<file path="src/rtl/cfc_pkg.sv">
// Shared types and constants for the camera frame capture framer.
// No dependencies.
package cfc_pkg;

	localparam int unsigned BYTE_W    = 8;
	localparam int unsigned DIM_W     = 10;
	localparam int unsigned COL_W     = DIM_W + 1;
	localparam int unsigned HDR_LEN   = 10;
	localparam int unsigned TRL_LEN   = 2;
	localparam int unsigned IDX_W     = $clog2(HDR_LEN);
	localparam int unsigned CFG_IDX_W = 1;
	localparam int unsigned CFG_DATA_W = DIM_W;

	localparam logic [DIM_W-1:0]  WIDTH_RST   = DIM_W'(320);
	localparam logic [DIM_W-1:0]  HEIGHT_RST  = DIM_W'(240);
	localparam logic [BYTE_W-1:0] TRAILER_BYTE = 8'hFF;

	// register index codes
	localparam logic [CFG_IDX_W-1:0] CFG_FRAME_WIDTH  = 1'b0;
	localparam logic [CFG_IDX_W-1:0] CFG_FRAME_HEIGHT = 1'b1;

	typedef enum logic [2:0] {
		PH_IDLE,
		PH_VS_HIGH,
		PH_VS_LOW,
		PH_HREF_HIGH,
		PH_PCLK_HIGH,
		PH_PCLK_LOW,
		PH_HREF_LOW,
		PH_VS_END
	} phase_t;

	typedef enum logic [1:0] {
		BURST_BYTE,
		BURST_HEADER,
		BURST_TRAILER
	} burst_kind_t;

	// one item's results, handed from the controller to the emitter
	typedef struct packed {
		logic              valid;
		burst_kind_t       kind;
		logic [BYTE_W-1:0] data;
	} burst_t;

	function automatic logic [BYTE_W-1:0] header_byte(input logic [IDX_W-1:0] idx);
		logic [BYTE_W-1:0] b;
		case (idx)
			4'd0:    b = 8'h53;
			4'd1:    b = 8'h5A;
			4'd2:    b = 8'h48;
			4'd3:    b = 8'h59;
			4'd4:    b = 8'h00;
			4'd5:    b = 8'h0C;
			4'd6:    b = 8'h58;
			4'd7:    b = 8'h02;
			4'd8:    b = 8'h00;
			4'd9:    b = 8'h02;
			default: b = 8'h00;
		endcase
		return b;
	endfunction

endpackage

</file>
<file path="src/rtl/cfc_if.sv">
// Valid/ready channel interfaces: pin samples in, packet words out.
// Depends on cfc_pkg.
interface cfc_pix_if;
	logic                       valid;
	logic                       ready;
	logic                       start_req;
	logic                       vsync;
	logic                       href;
	logic                       pclk;
	logic [cfc_pkg::BYTE_W-1:0] pixel_byte;

	modport source (output valid, start_req, vsync, href, pclk, pixel_byte, input ready);
	modport sink (input valid, start_req, vsync, href, pclk, pixel_byte, output ready);
endinterface

interface cfc_pkt_if;
	logic                       valid;
	logic                       ready;
	logic [cfc_pkg::BYTE_W-1:0] tx_byte;
	logic                       run_last;
	logic                       packet_end;

	modport source (output valid, tx_byte, run_last, packet_end, input ready);
	modport sink (input valid, tx_byte, run_last, packet_end, output ready);
endinterface

</file>
<file path="src/rtl/camera_frame_capture_framer_unit.sv">
// Top level of the camera frame capture framer: sequencer plus output stage.
// Depends on cfc_pkg, cfc_if, cfc_ctrl and cfc_emit.
//
// Takes one sample of the camera pins per pix word and builds the packet:
// a 10-word header on start, two words per pixel on pclk rising samples,
// and the FF FF trailer on vsync after the last row. A sample is taken every
// cycle while the output stage is empty or sending the last word of the
// previous sample's run, so samples that yield zero or one word stream at one
// per cycle; a header or trailer sample holds pix.ready low until its last word
// is sent, as the output stage sends one word a cycle while pkt.ready is high.
// frame_width and frame_height are written through cfg_we/cfg_idx/cfg_data.
module camera_frame_capture_framer_unit (
	input  logic                           clk,
	input  logic                           arst_n,
	input  logic                           cfg_we,
	input  logic [cfc_pkg::CFG_IDX_W-1:0]  cfg_idx,
	input  logic [cfc_pkg::CFG_DATA_W-1:0] cfg_data,
	cfc_pix_if.sink                        pix,
	cfc_pkt_if.source                      pkt
);

	cfc_pkg::burst_t burst;
	logic            emit_free;

	cfc_ctrl u_ctrl (
		.clk       (clk),
		.arst_n    (arst_n),
		.cfg_we    (cfg_we),
		.cfg_idx   (cfg_idx),
		.cfg_data  (cfg_data),
		.pix       (pix),
		.emit_free (emit_free),
		.burst     (burst)
	);

	cfc_emit u_emit (
		.clk       (clk),
		.arst_n    (arst_n),
		.burst     (burst),
		.emit_free (emit_free),
		.pkt       (pkt)
	);

endmodule

</file>
<file path="src/rtl/cfc_ctrl.sv">
// Capture sequencer: config registers, phase FSM, row-byte and row counters.
// Depends on cfc_pkg and cfc_pix_if.
module cfc_ctrl (
	input  logic                          clk,
	input  logic                          arst_n,
	input  logic                          cfg_we,
	input  logic [cfc_pkg::CFG_IDX_W-1:0] cfg_idx,
	input  logic [cfc_pkg::CFG_DATA_W-1:0] cfg_data,
	cfc_pix_if.sink                       pix,
	input  logic                          emit_free,
	output cfc_pkg::burst_t               burst
);

	cfc_pkg::phase_t                phase_q, phase_d;
	logic [cfc_pkg::DIM_W-1:0]      width_q, height_q;
	logic [cfc_pkg::COL_W-1:0]      col_q, col_d;
	logic [cfc_pkg::DIM_W-1:0]      row_q, row_d;
	logic                           fire;
	cfc_pkg::burst_t                burst_d;

	assign pix.ready = emit_free;
	assign fire      = pix.valid && pix.ready;

	always_ff @(posedge clk or negedge arst_n) begin
		if (!arst_n) begin
			width_q  <= cfc_pkg::WIDTH_RST;
			height_q <= cfc_pkg::HEIGHT_RST;
		end else if (cfg_we) begin
			case (cfg_idx)
				cfc_pkg::CFG_FRAME_WIDTH:  width_q  <= cfg_data;
				cfc_pkg::CFG_FRAME_HEIGHT: height_q <= cfg_data;
				default: ;
			endcase
		end
	end

	always_ff @(posedge clk or negedge arst_n) begin
		if (!arst_n) begin
			phase_q <= cfc_pkg::PH_IDLE;
			col_q   <= '0;
			row_q   <= '0;
		end else if (fire) begin
			phase_q <= phase_d;
			col_q   <= col_d;
			row_q   <= row_d;
		end
	end

	always_comb begin
		phase_d       = phase_q;
		col_d         = col_q;
		row_d         = row_q;
		burst_d.valid = 1'b0;
		burst_d.kind  = cfc_pkg::BURST_BYTE;
		burst_d.data  = pix.pixel_byte;
		case (phase_q)
			cfc_pkg::PH_IDLE: begin
				if (pix.start_req) begin
					burst_d.valid = 1'b1;
					burst_d.kind  = cfc_pkg::BURST_HEADER;
					phase_d       = cfc_pkg::PH_VS_HIGH;
				end
			end
			cfc_pkg::PH_VS_HIGH: begin
				if (pix.vsync)
					phase_d = cfc_pkg::PH_VS_LOW;
			end
			cfc_pkg::PH_VS_LOW: begin
				if (!pix.vsync) begin
					row_d   = '0;
					phase_d = (height_q == '0) ? cfc_pkg::PH_VS_END : cfc_pkg::PH_HREF_HIGH;
				end
			end
			cfc_pkg::PH_HREF_HIGH: begin
				if (pix.href) begin
					col_d   = '0;
					phase_d = (width_q == '0) ? cfc_pkg::PH_HREF_LOW : cfc_pkg::PH_PCLK_HIGH;
				end
			end
			cfc_pkg::PH_PCLK_HIGH: begin
				if (pix.pclk) begin
					burst_d.valid = 1'b1;
					col_d         = col_q + cfc_pkg::COL_W'(1);
					phase_d       = cfc_pkg::PH_PCLK_LOW;
				end
			end
			cfc_pkg::PH_PCLK_LOW: begin
				// two bytes per pixel
				if (!pix.pclk)
					phase_d = (col_q >= {width_q, 1'b0}) ? cfc_pkg::PH_HREF_LOW
					                                     : cfc_pkg::PH_PCLK_HIGH;
			end
			cfc_pkg::PH_HREF_LOW: begin
				if (!pix.href) begin
					row_d   = row_q + cfc_pkg::DIM_W'(1);
					phase_d = (row_d >= height_q) ? cfc_pkg::PH_VS_END : cfc_pkg::PH_HREF_HIGH;
				end
			end
			cfc_pkg::PH_VS_END: begin
				if (pix.vsync) begin
					burst_d.valid = 1'b1;
					burst_d.kind  = cfc_pkg::BURST_TRAILER;
					phase_d       = cfc_pkg::PH_IDLE;
				end
			end
			default: phase_d = cfc_pkg::PH_IDLE;
		endcase
	end

	always_comb begin
		burst       = burst_d;
		burst.valid = burst_d.valid && fire;
	end

endmodule

</file>
<file path="src/rtl/cfc_emit.sv">
// Output stage: holds one item's results and sends them one word a cycle while pkt.ready is high.
// Depends on cfc_pkg and cfc_pkt_if.
module cfc_emit (
	input  logic            clk,
	input  logic            arst_n,
	input  cfc_pkg::burst_t burst,
	output logic            emit_free,
	cfc_pkt_if.source       pkt
);

	logic                        busy_q;
	cfc_pkg::burst_kind_t        kind_q;
	logic [cfc_pkg::BYTE_W-1:0]  data_q;
	logic [cfc_pkg::IDX_W-1:0]   idx_q;
	logic                        last;

	always_comb begin
		case (kind_q)
			cfc_pkg::BURST_HEADER: begin
				pkt.tx_byte = cfc_pkg::header_byte(idx_q);
				last        = (idx_q == cfc_pkg::IDX_W'(cfc_pkg::HDR_LEN - 1));
			end
			cfc_pkg::BURST_TRAILER: begin
				pkt.tx_byte = cfc_pkg::TRAILER_BYTE;
				last        = (idx_q == cfc_pkg::IDX_W'(cfc_pkg::TRL_LEN - 1));
			end
			default: begin
				pkt.tx_byte = data_q;
				last        = 1'b1;
			end
		endcase
	end

	assign pkt.valid      = busy_q;
	assign pkt.run_last   = last;
	assign pkt.packet_end = last && (kind_q == cfc_pkg::BURST_TRAILER);
	// free now, or the final word of the run goes out this cycle
	assign emit_free      = !busy_q || (last && pkt.ready);

	always_ff @(posedge clk or negedge arst_n) begin
		if (!arst_n) begin
			busy_q <= 1'b0;
			idx_q  <= '0;
			kind_q <= cfc_pkg::BURST_BYTE;
		end else if (burst.valid) begin
			busy_q <= 1'b1;
			idx_q  <= '0;
			kind_q <= burst.kind;
		end else if (busy_q && pkt.ready) begin
			if (last)
				busy_q <= 1'b0;
			else
				idx_q <= idx_q + cfc_pkg::IDX_W'(1);
		end
	end

	always_ff @(posedge clk) begin
		if (burst.valid)
			data_q <= burst.data;
	end

endmodule

</file>
<file path="src/flat_wrapper.sv">
// flat-port wrapper written by rule: the top's interface ports become plain ports
module camera_frame_capture_framer_unit_flat 
  (clk, arst_n, cfg_we, cfg_idx, cfg_data, pix_valid, pix_start_req, pix_vsync, pix_href, pix_pclk, pix_pixel_byte, pix_ready, pkt_valid, pkt_tx_byte, pkt_run_last, pkt_packet_end, pkt_ready);
  cfc_pix_if pix_i ();
  cfc_pkt_if pkt_i ();
  input  logic clk;
  input  logic arst_n;
  input  logic cfg_we;
  input  logic [cfc_pkg::CFG_IDX_W-1:0] cfg_idx;
  input  logic [cfc_pkg::CFG_DATA_W-1:0] cfg_data;
  input wire logic [$bits(pix_i.valid)-1:0] pix_valid;
  input wire logic [$bits(pix_i.start_req)-1:0] pix_start_req;
  input wire logic [$bits(pix_i.vsync)-1:0] pix_vsync;
  input wire logic [$bits(pix_i.href)-1:0] pix_href;
  input wire logic [$bits(pix_i.pclk)-1:0] pix_pclk;
  input wire logic [$bits(pix_i.pixel_byte)-1:0] pix_pixel_byte;
  output wire logic [$bits(pix_i.ready)-1:0] pix_ready;
  output wire logic [$bits(pkt_i.valid)-1:0] pkt_valid;
  output wire logic [$bits(pkt_i.tx_byte)-1:0] pkt_tx_byte;
  output wire logic [$bits(pkt_i.run_last)-1:0] pkt_run_last;
  output wire logic [$bits(pkt_i.packet_end)-1:0] pkt_packet_end;
  input wire logic [$bits(pkt_i.ready)-1:0] pkt_ready;
  assign pix_i.valid = pix_valid;
  assign pix_i.start_req = pix_start_req;
  assign pix_i.vsync = pix_vsync;
  assign pix_i.href = pix_href;
  assign pix_i.pclk = pix_pclk;
  assign pix_i.pixel_byte = pix_pixel_byte;
  assign pix_ready = pix_i.ready;
  assign pkt_valid = pkt_i.valid;
  assign pkt_tx_byte = pkt_i.tx_byte;
  assign pkt_run_last = pkt_i.run_last;
  assign pkt_packet_end = pkt_i.packet_end;
  assign pkt_i.ready = pkt_ready;
  camera_frame_capture_framer_unit u_core (.clk(clk), .arst_n(arst_n), .cfg_we(cfg_we), .cfg_idx(cfg_idx), .cfg_data(cfg_data), .pix(pix_i), .pkt(pkt_i));
endmodule
</file>
<file path="config.mk">
export PLATFORM = sky130hd
export DESIGN_NAME = camera_frame_capture_framer_unit_flat
export DESIGN_NICKNAME = d
export VERILOG_FILES = /design/src/rtl/cfc_pkg.sv /design/src/rtl/cfc_if.sv /design/src/rtl/camera_frame_capture_framer_unit.sv /design/src/rtl/cfc_ctrl.sv /design/src/rtl/cfc_emit.sv /design/src/flat_wrapper.sv
export SDC_FILE = /design/constraint.sdc
export NUM_CORES = 1
export LEC_CHECK = 0
export ABC_CLOCK_PERIOD_IN_PS = 2400
export BUFFER_PORTS_ARGS = -buffer_cell sky130_fd_sc_hd__buf_2
export CAP_MARGIN = 20
export CORE_AREA = 10 10 96 98
export DETAILED_ROUTE_END_ITERATION = 10
export DIE_AREA = 0 0 106 108
export PLACE_DENSITY = 0.75
export SLEW_MARGIN = 20
export SYNTH_ARGS = -nofsm -noshare
export SYNTH_HDL_FRONTEND = slang
export SYNTH_HIERARCHICAL = 1
export SYNTH_SLANG_ARGS = --single-unit
</file>
<file path="constraint.sdc">
create_clock -name clk -period 2.4 [get_ports clk]
set_input_delay 0.24 -clock clk [delete_from_list [all_inputs] [get_ports clk]]
set_output_delay 0.24 -clock clk [all_outputs]
set_load 0.005 [all_outputs]
</file>
## Yosys cells after proc, flatten, opt, wreduce, memory -nomap -nowiden

Memory sizes are Yosys's and may differ from the RTL's.
Index checks and enable logic that the tools add are counted.

| storage, ports and cells | value |
|---|---|
| bits in latches | 0 |
| memories kept | 1 |
| output and inout bits | 12 |
| bits in registers | 59 |
| logic and storage cells | 89 |
| bits in writable memories | 0 |
| bits in read-only memories | 96 |

| operators by class | value |
|---|---|
| shift-type cells | 0 |
| equal/unequal tests | 20 |
| reduce and logical (&&, ||, !) cells | 21 |
| $lt $le $gt $ge | 2 |
| bitwise operators | 1 |
| multiply operators | 0 |
| divide/modulo/power cells | 0 |
| $add $sub $neg | 3 |
| mux-type cells | 32 |

Memories:

| memory | depth | width | rd ports | clocked after Yosys merged registers in | write ports | line | RTL |
|---|---|---|---|---|---|---|---|
| (no name shown) | 16 | 6 | 1 | 0 | 0 | cfc_pkg.sv:48 | `case (idx)` |

Operator list:

| cell | count |
|---|---|
| 2-to-1 mux 3 bit | 12 |
| one-hot mux 3 bit (8 select lines) | 1 |
| 2-to-1 mux 11 bit | 2 |
| one-hot mux 11 bit (2 select lines) | 1 |
| logical NOT 10 bit | 2 |
| 2-to-1 mux 10 bit | 2 |
| one-hot mux 10 bit (2 select lines) | 1 |
| inequality test 2 bit, second input constant | 8 |
| one-hot mux 8 bit (2 select lines) | 1 |
| == test 3 bit, second input constant | 4 |
| 2-to-1 mux 4 bit | 3 |
| adder 11 x 1 -> 11 bit, second input constant | 1 |
| >= comparator 11 bit | 1 |
| adder 10 x 1 -> 10 bit, second input constant | 1 |
| >= comparator 10 bit | 1 |
| AND reduction 9 bit | 1 |
| AND reduction 2 bit | 4 |
| AND reduction 4 bit | 2 |
| nonzero test 2 bit | 4 |
| == test 3 x 2 -> 1 bit, second input constant | 2 |
| logical AND 1 bit | 5 |
| adder 4 x 1 -> 4 bit, second input constant | 1 |
| == test 4 x 1 -> 1 bit, second input constant | 1 |
| == test 4 bit, second input constant | 1 |
| 13 further kinds | 17 |

## Depth between registers and ports, before layout

| logic depth | value |
|---|---|
| word-level depth | 8 |
| gate-level depth with buffers | 12 |

## Hierarchy

The synthesis kept the hierarchy.

Modules (own cells, without submodules):

| module | area each (µm²) | times used | sequential area each (µm²) | cells an instance |
|---|---|---|---|---|
| cfc_ctrl | 2,826.5 | 1 | 1,108.6 | 299 |
| cfc_emit | 917.1 | 1 | 415.4 | 91 |

## Worst setup path before layout

OpenSTA, ideal clock, no wires.

| timing path | value |
|---|---|
| path kind | flip-flop to flip-flop |
| start point | register u_core.u_emit.kind_q[0] |
| end point | register u_core/u_emit/idx_q[2] (netlist bit) |
| library setup time | 122 ps |
| stages on the path, launching flop included | 12 |
| setup slack | -143 ps |
| required time | 2,278 ps |
| data arrival time | 2,421 ps |
| cell sequence | dfrtp_1 inv_1 ha_1 buf_2 xor2_1 a21o_1 a21bo_2 nand2_1 nor2_1 clkbuf_1 inv_1 a32o_1 |

RTL lines:

| element | line | RTL |
|---|---|---|
| start: declaration | cfc_emit.sv:12 | `cfc_pkg::burst_kind_t kind_q;` |
| start signal: assignment | cfc_emit.sv:44 | `kind_q <= cfc_pkg::BURST_BYTE;` |
| start signal: assignment | cfc_emit.sv:48 | `kind_q <= burst.kind;` |
| end signal: assignment | cfc_emit.sv:53 | `idx_q <= idx_q + cfc_pkg::IDX_W'(1);` |
| end: declaration | cfc_emit.sv:14 | `logic [cfc_pkg::IDX_W-1:0] idx_q;` |

## Worst setup path in the final report

| timing path | value |
|---|---|
| start point | register u_core/u_ctrl/row_q[1] (netlist bit) |
| end point | register u_core.u_ctrl.phase_q[2] |

| on the way | value |
|---|---|
| cells in the longest elaborated chain, start to end | 5 |

Ends and longest elaborated chain:

| element | line | RTL |
|---|---|---|
| start: declaration | cfc_ctrl.sv:17 | `logic [cfc_pkg::DIM_W-1:0] row_q, row_d;` |
| start signal: assignment | cfc_ctrl.sv:45 | `row_q <= row_d;` |
| adder 10 x 1 -> 10 bit | cfc_ctrl.sv:95 | `row_d = row_q + cfc_pkg::DIM_W'(1);` |
| >= comparator 10 bit | cfc_ctrl.sv:96 | `phase_d = (row_d >= height_q) ? cfc_pkg::PH_VS_END : cfc_pkg::PH_HREF_HIGH;` |
| 2-to-1 mux 3 bit | cfc_ctrl.sv:96 |  |
| 2-to-1 mux 3 bit | cfc_ctrl.sv:94 | `if (!pix.href) begin` |
| one-hot mux 3 bit (8 select lines) | cfc_ctrl.sv:56 | `case (phase_q)` |
| end signal: assignment | cfc_ctrl.sv:39 | `phase_q <= cfc_pkg::PH_IDLE;` |
| end signal: assignment | cfc_ctrl.sv:43 | `phase_q <= phase_d;` |
| end: declaration | cfc_ctrl.sv:14 | `cfc_pkg::phase_t phase_q, phase_d;` |

No other way between the ends. The select of a mux whose other input is x is not followed.
A chain may end at the register's enable or synchronous reset.

==> results.cfg <==
[outcome]
status = finished, final reports clean

[floorplanning]
rows = 32
coreArea_sq_um = 7450
start_util = 0.503
dieArea_sq_um = 11400
io_pins = 40
die_w_um = 106
fp.dieH_um = 108

[critical_path]
cpMaxStageDelayCell = dfrtp_1
crit_arrival_ps = 2590
endpoint_kind = flop
start_kind = flop
worstPathCellList = and3_4 > and3_4 > and3_4 > xor2_4 > ha_4 > and3_4 > a2111o_1 > a31oi_1 > a31oi_1
cpMostUsedCell = and3_4
max_stage_delay_ps = 410
worstPathRequired_ps = 2610
path_max_fanout = 4
critical_path_class = reg -> reg

[logic_synthesis]
synth-edff-count = 8
yosysUniqueCellTypes = 61
synth_cells = 390
ys_seq_elements = 59
async_flop_share = 0.864
ys_seq_area_frac = 0.407
synth-main-ff-cell = dfrtp_1
syn-num-nets = 447
avgSynthCellArea_sq_um = 9.60
netlist_area_sq_um = 3740
ys_warn_count = 6

[sta]
finalWorstSetupSlack_ps = 27.9
fmax_mhz = 422
setup_viol = 0
max_slew_margin = 0.532
worst_slew_pin_slew_ps = 702
min_period_over_period = 0.988
hold_viol_final = 0
drv_slew = 0
skew_ps = 14.6
rsz0062_at_grt = yes
period_minus_slack_ps = 2370

[cells_and_area]
area_delta_synth_final_pct = 19.9
final_cell_mix = dfrtp_1 (45), buf_2 (39), nand2_1 (35)
multi_input_area_sq_um = 2110
drive_gt1_frac = 0.295
fillers = 640
final_common_cell = dfrtp_1
nets = 500
regArea_sq_um = 1520
diodes = 0

[clocking]
cts_sinks = 59
path_clk_slew_ps = 80
cts-root-buf = clkbuf_8
cts_buffer_depth = 2
htreeDepth = 3
cts_made_buffers = 9
cts_tree = yes
clock_latency_ps = 340

[placed_design]
port_buffers = 39
routabilityCongestion = 0.821
dp_hpwl_um = 6240
place_ws_ps = 9.62

[global_route]
grt_overflow = 0
grtUsageTotal = 0.152
grt_pass1_wl_um = 14400
grt_pass1_vias = 3027
grt_max_degree = 31
antenna_found_initial = 0

[job]
cap_viol_max_count = 0

[pwr]
power_leakage_uw = 0.00207
peakVddDrop_v = 0.000448
power_density_nw_per_um2 = 909
p_total_uw = 4080

[detailed_routing]
wire_per_inst_um = 16.1
drc = 0
drt_iter0_drc = 121
vias = 3097
drtAntennaViolNets = 0
via_per_inst = 5.63
first_pass_iters = 4
wl_um = 8880

[hold_path]
hold_path.class = in -> reg
==> layer usage <==
layer  up-vias  share of wire  global-route usage
li1       1507              -                   -
met4         0          0.012              0.0338
met2        68           0.49               0.246
met5         -              0                   0
met3        10          0.044              0.0399
met1      1512           0.46               0.200
==> state kept, by name (all words and copies together) (netlist names) <==
signal                   flops
u_core/u_ctrl/height_q      10
u_core/u_emit/idx_q          4
u_core/u_ctrl/phase_q        3
u_core/u_ctrl/col_q         11
u_core/u_emit/kind_q         2
u_core/u_emit/pkt.valid      1
u_core/u_emit/data_q         8
u_core/u_ctrl/row_q         10
u_core/u_ctrl/width_q       10
==> layout make-up <==
class	instances	area share
timing repair buffer	64	0.0858
clock inverter	3	0.00975
sequential	59	0.339
inverter	30	0.0259
multi-input combinational	279	0.471
clock buffer	13	0.0399
tap	102	0.0284
==> synthesized netlist by cell type, types with 3 or more instances <==
library cell  instances  share of area
nand4_1               5         0.0084
nand3b_1              3         0.0060
nor3b_1               3         0.0060
ha_1                 29          0.097
a31oi_1               9          0.015
inv_1                28          0.028
nor2b_1               9          0.015
and2b_1               4         0.0080
o31ai_1              11          0.022
o21ai_0              21          0.028
buf_2                 5         0.0067
and3_1                5         0.0084
o21ai_1              17          0.023
nor2_1               14          0.014
a21o_1                3         0.0060
xor2_1                4         0.0094
mux2_2               11          0.033
edfxtp_1              8          0.064
buf_6                 4          0.012
dfstp_2               6          0.042
clkbuf_1              5         0.0050
a22o_1                4         0.0094
xnor2_1               5          0.012
nand3_1              16          0.021
nand2_1              37          0.037
nor4_1                4         0.0067
buf_4                 9          0.018
a21oi_1              16          0.021
nand2b_1             11          0.018
dfrtp_1              45           0.30
==> report_power, final <==
| group | switching, uW | internal (uW) |
|---|---|---|
| Sequential | 174 | 1210 |
| Combinational | 936 | 759 |
| Clock | 412 | 594 |
==> logic make-up (layout without fill, tap and decap cells) <==
| kind of cell | Yosys count | in the layout | synth area share |
|---|---|---|---|
| simple gates | 125 | 126 | 0.181 |
| flops | 59 | 59 | 0.407 |
| xor+xnor | 10 | 10 | 0.0254 |
| mux | 14 | 14 | 0.0424 |
| compound gates | 100 | 100 | 0.174 |
| buf+inv | 53 | 110 | 0.0729 |
| fa+ha+maj | 29 | 29 | 0.0969 |
==> per-stage QoR <==
step           TNS, ps   util  cells  cell area (sq um)  hold slack [ps]
5_1_grt          -97.8  0.603    550               4490             54.1
4_1_cts              0  0.577    543               4300             57.7
3_3_place_gp         0  0.544    526               4050              329
6_report             0  0.603    550               4490             73.7
2_1_floorplan        0      -    390               3750            -55.6
3_5_place_dp         0  0.544    526               4050              339
==> worst max-delay path, delay by kind of cell, from the launching register on <==
kind            cells  cell delay, ps
flops               1             410
compound gates      3             610
xor+xnor            1             200
fa+ha+maj           1             230
simple gates        4             800
==> worst paths after layout <==
| kind | start | cells after the start | end | slack (ps) |
|---|---|---|---|---|
| setup / recovery | u_core/u_ctrl/row_q[1] | 9 | u_core/u_ctrl/phase_q[2] | 30 |
| hold / removal | pix_pixel_byte[3] | 1 | u_core/u_emit/data_q[3] | 70 |
| setup reg to reg | u_core/u_ctrl/row_q[1] | 9 | u_core/u_ctrl/phase_q[2] | 30 |
| hold reg to reg | u_core/u_ctrl/col_q[10] | 1 | u_core/u_ctrl/col_q[10] | 510 |
| max in group asynchronous | arst_n | 3 | u_core/u_ctrl/height_q[6] | 1200 |
| min in group asynchronous | arst_n | 2 | u_core/u_ctrl/row_q[3] | 480 |
==> timing repair <==
item,CTS,global route
pin swaps,0,11
hold endpoints to repair,26,0
hold buffers,1,0
gates cloned,0,1
buffers inserted,0,6
setup endpoints to repair,1,22
gates resized for setup,2,25
Power figures use the tool's default switching activity.
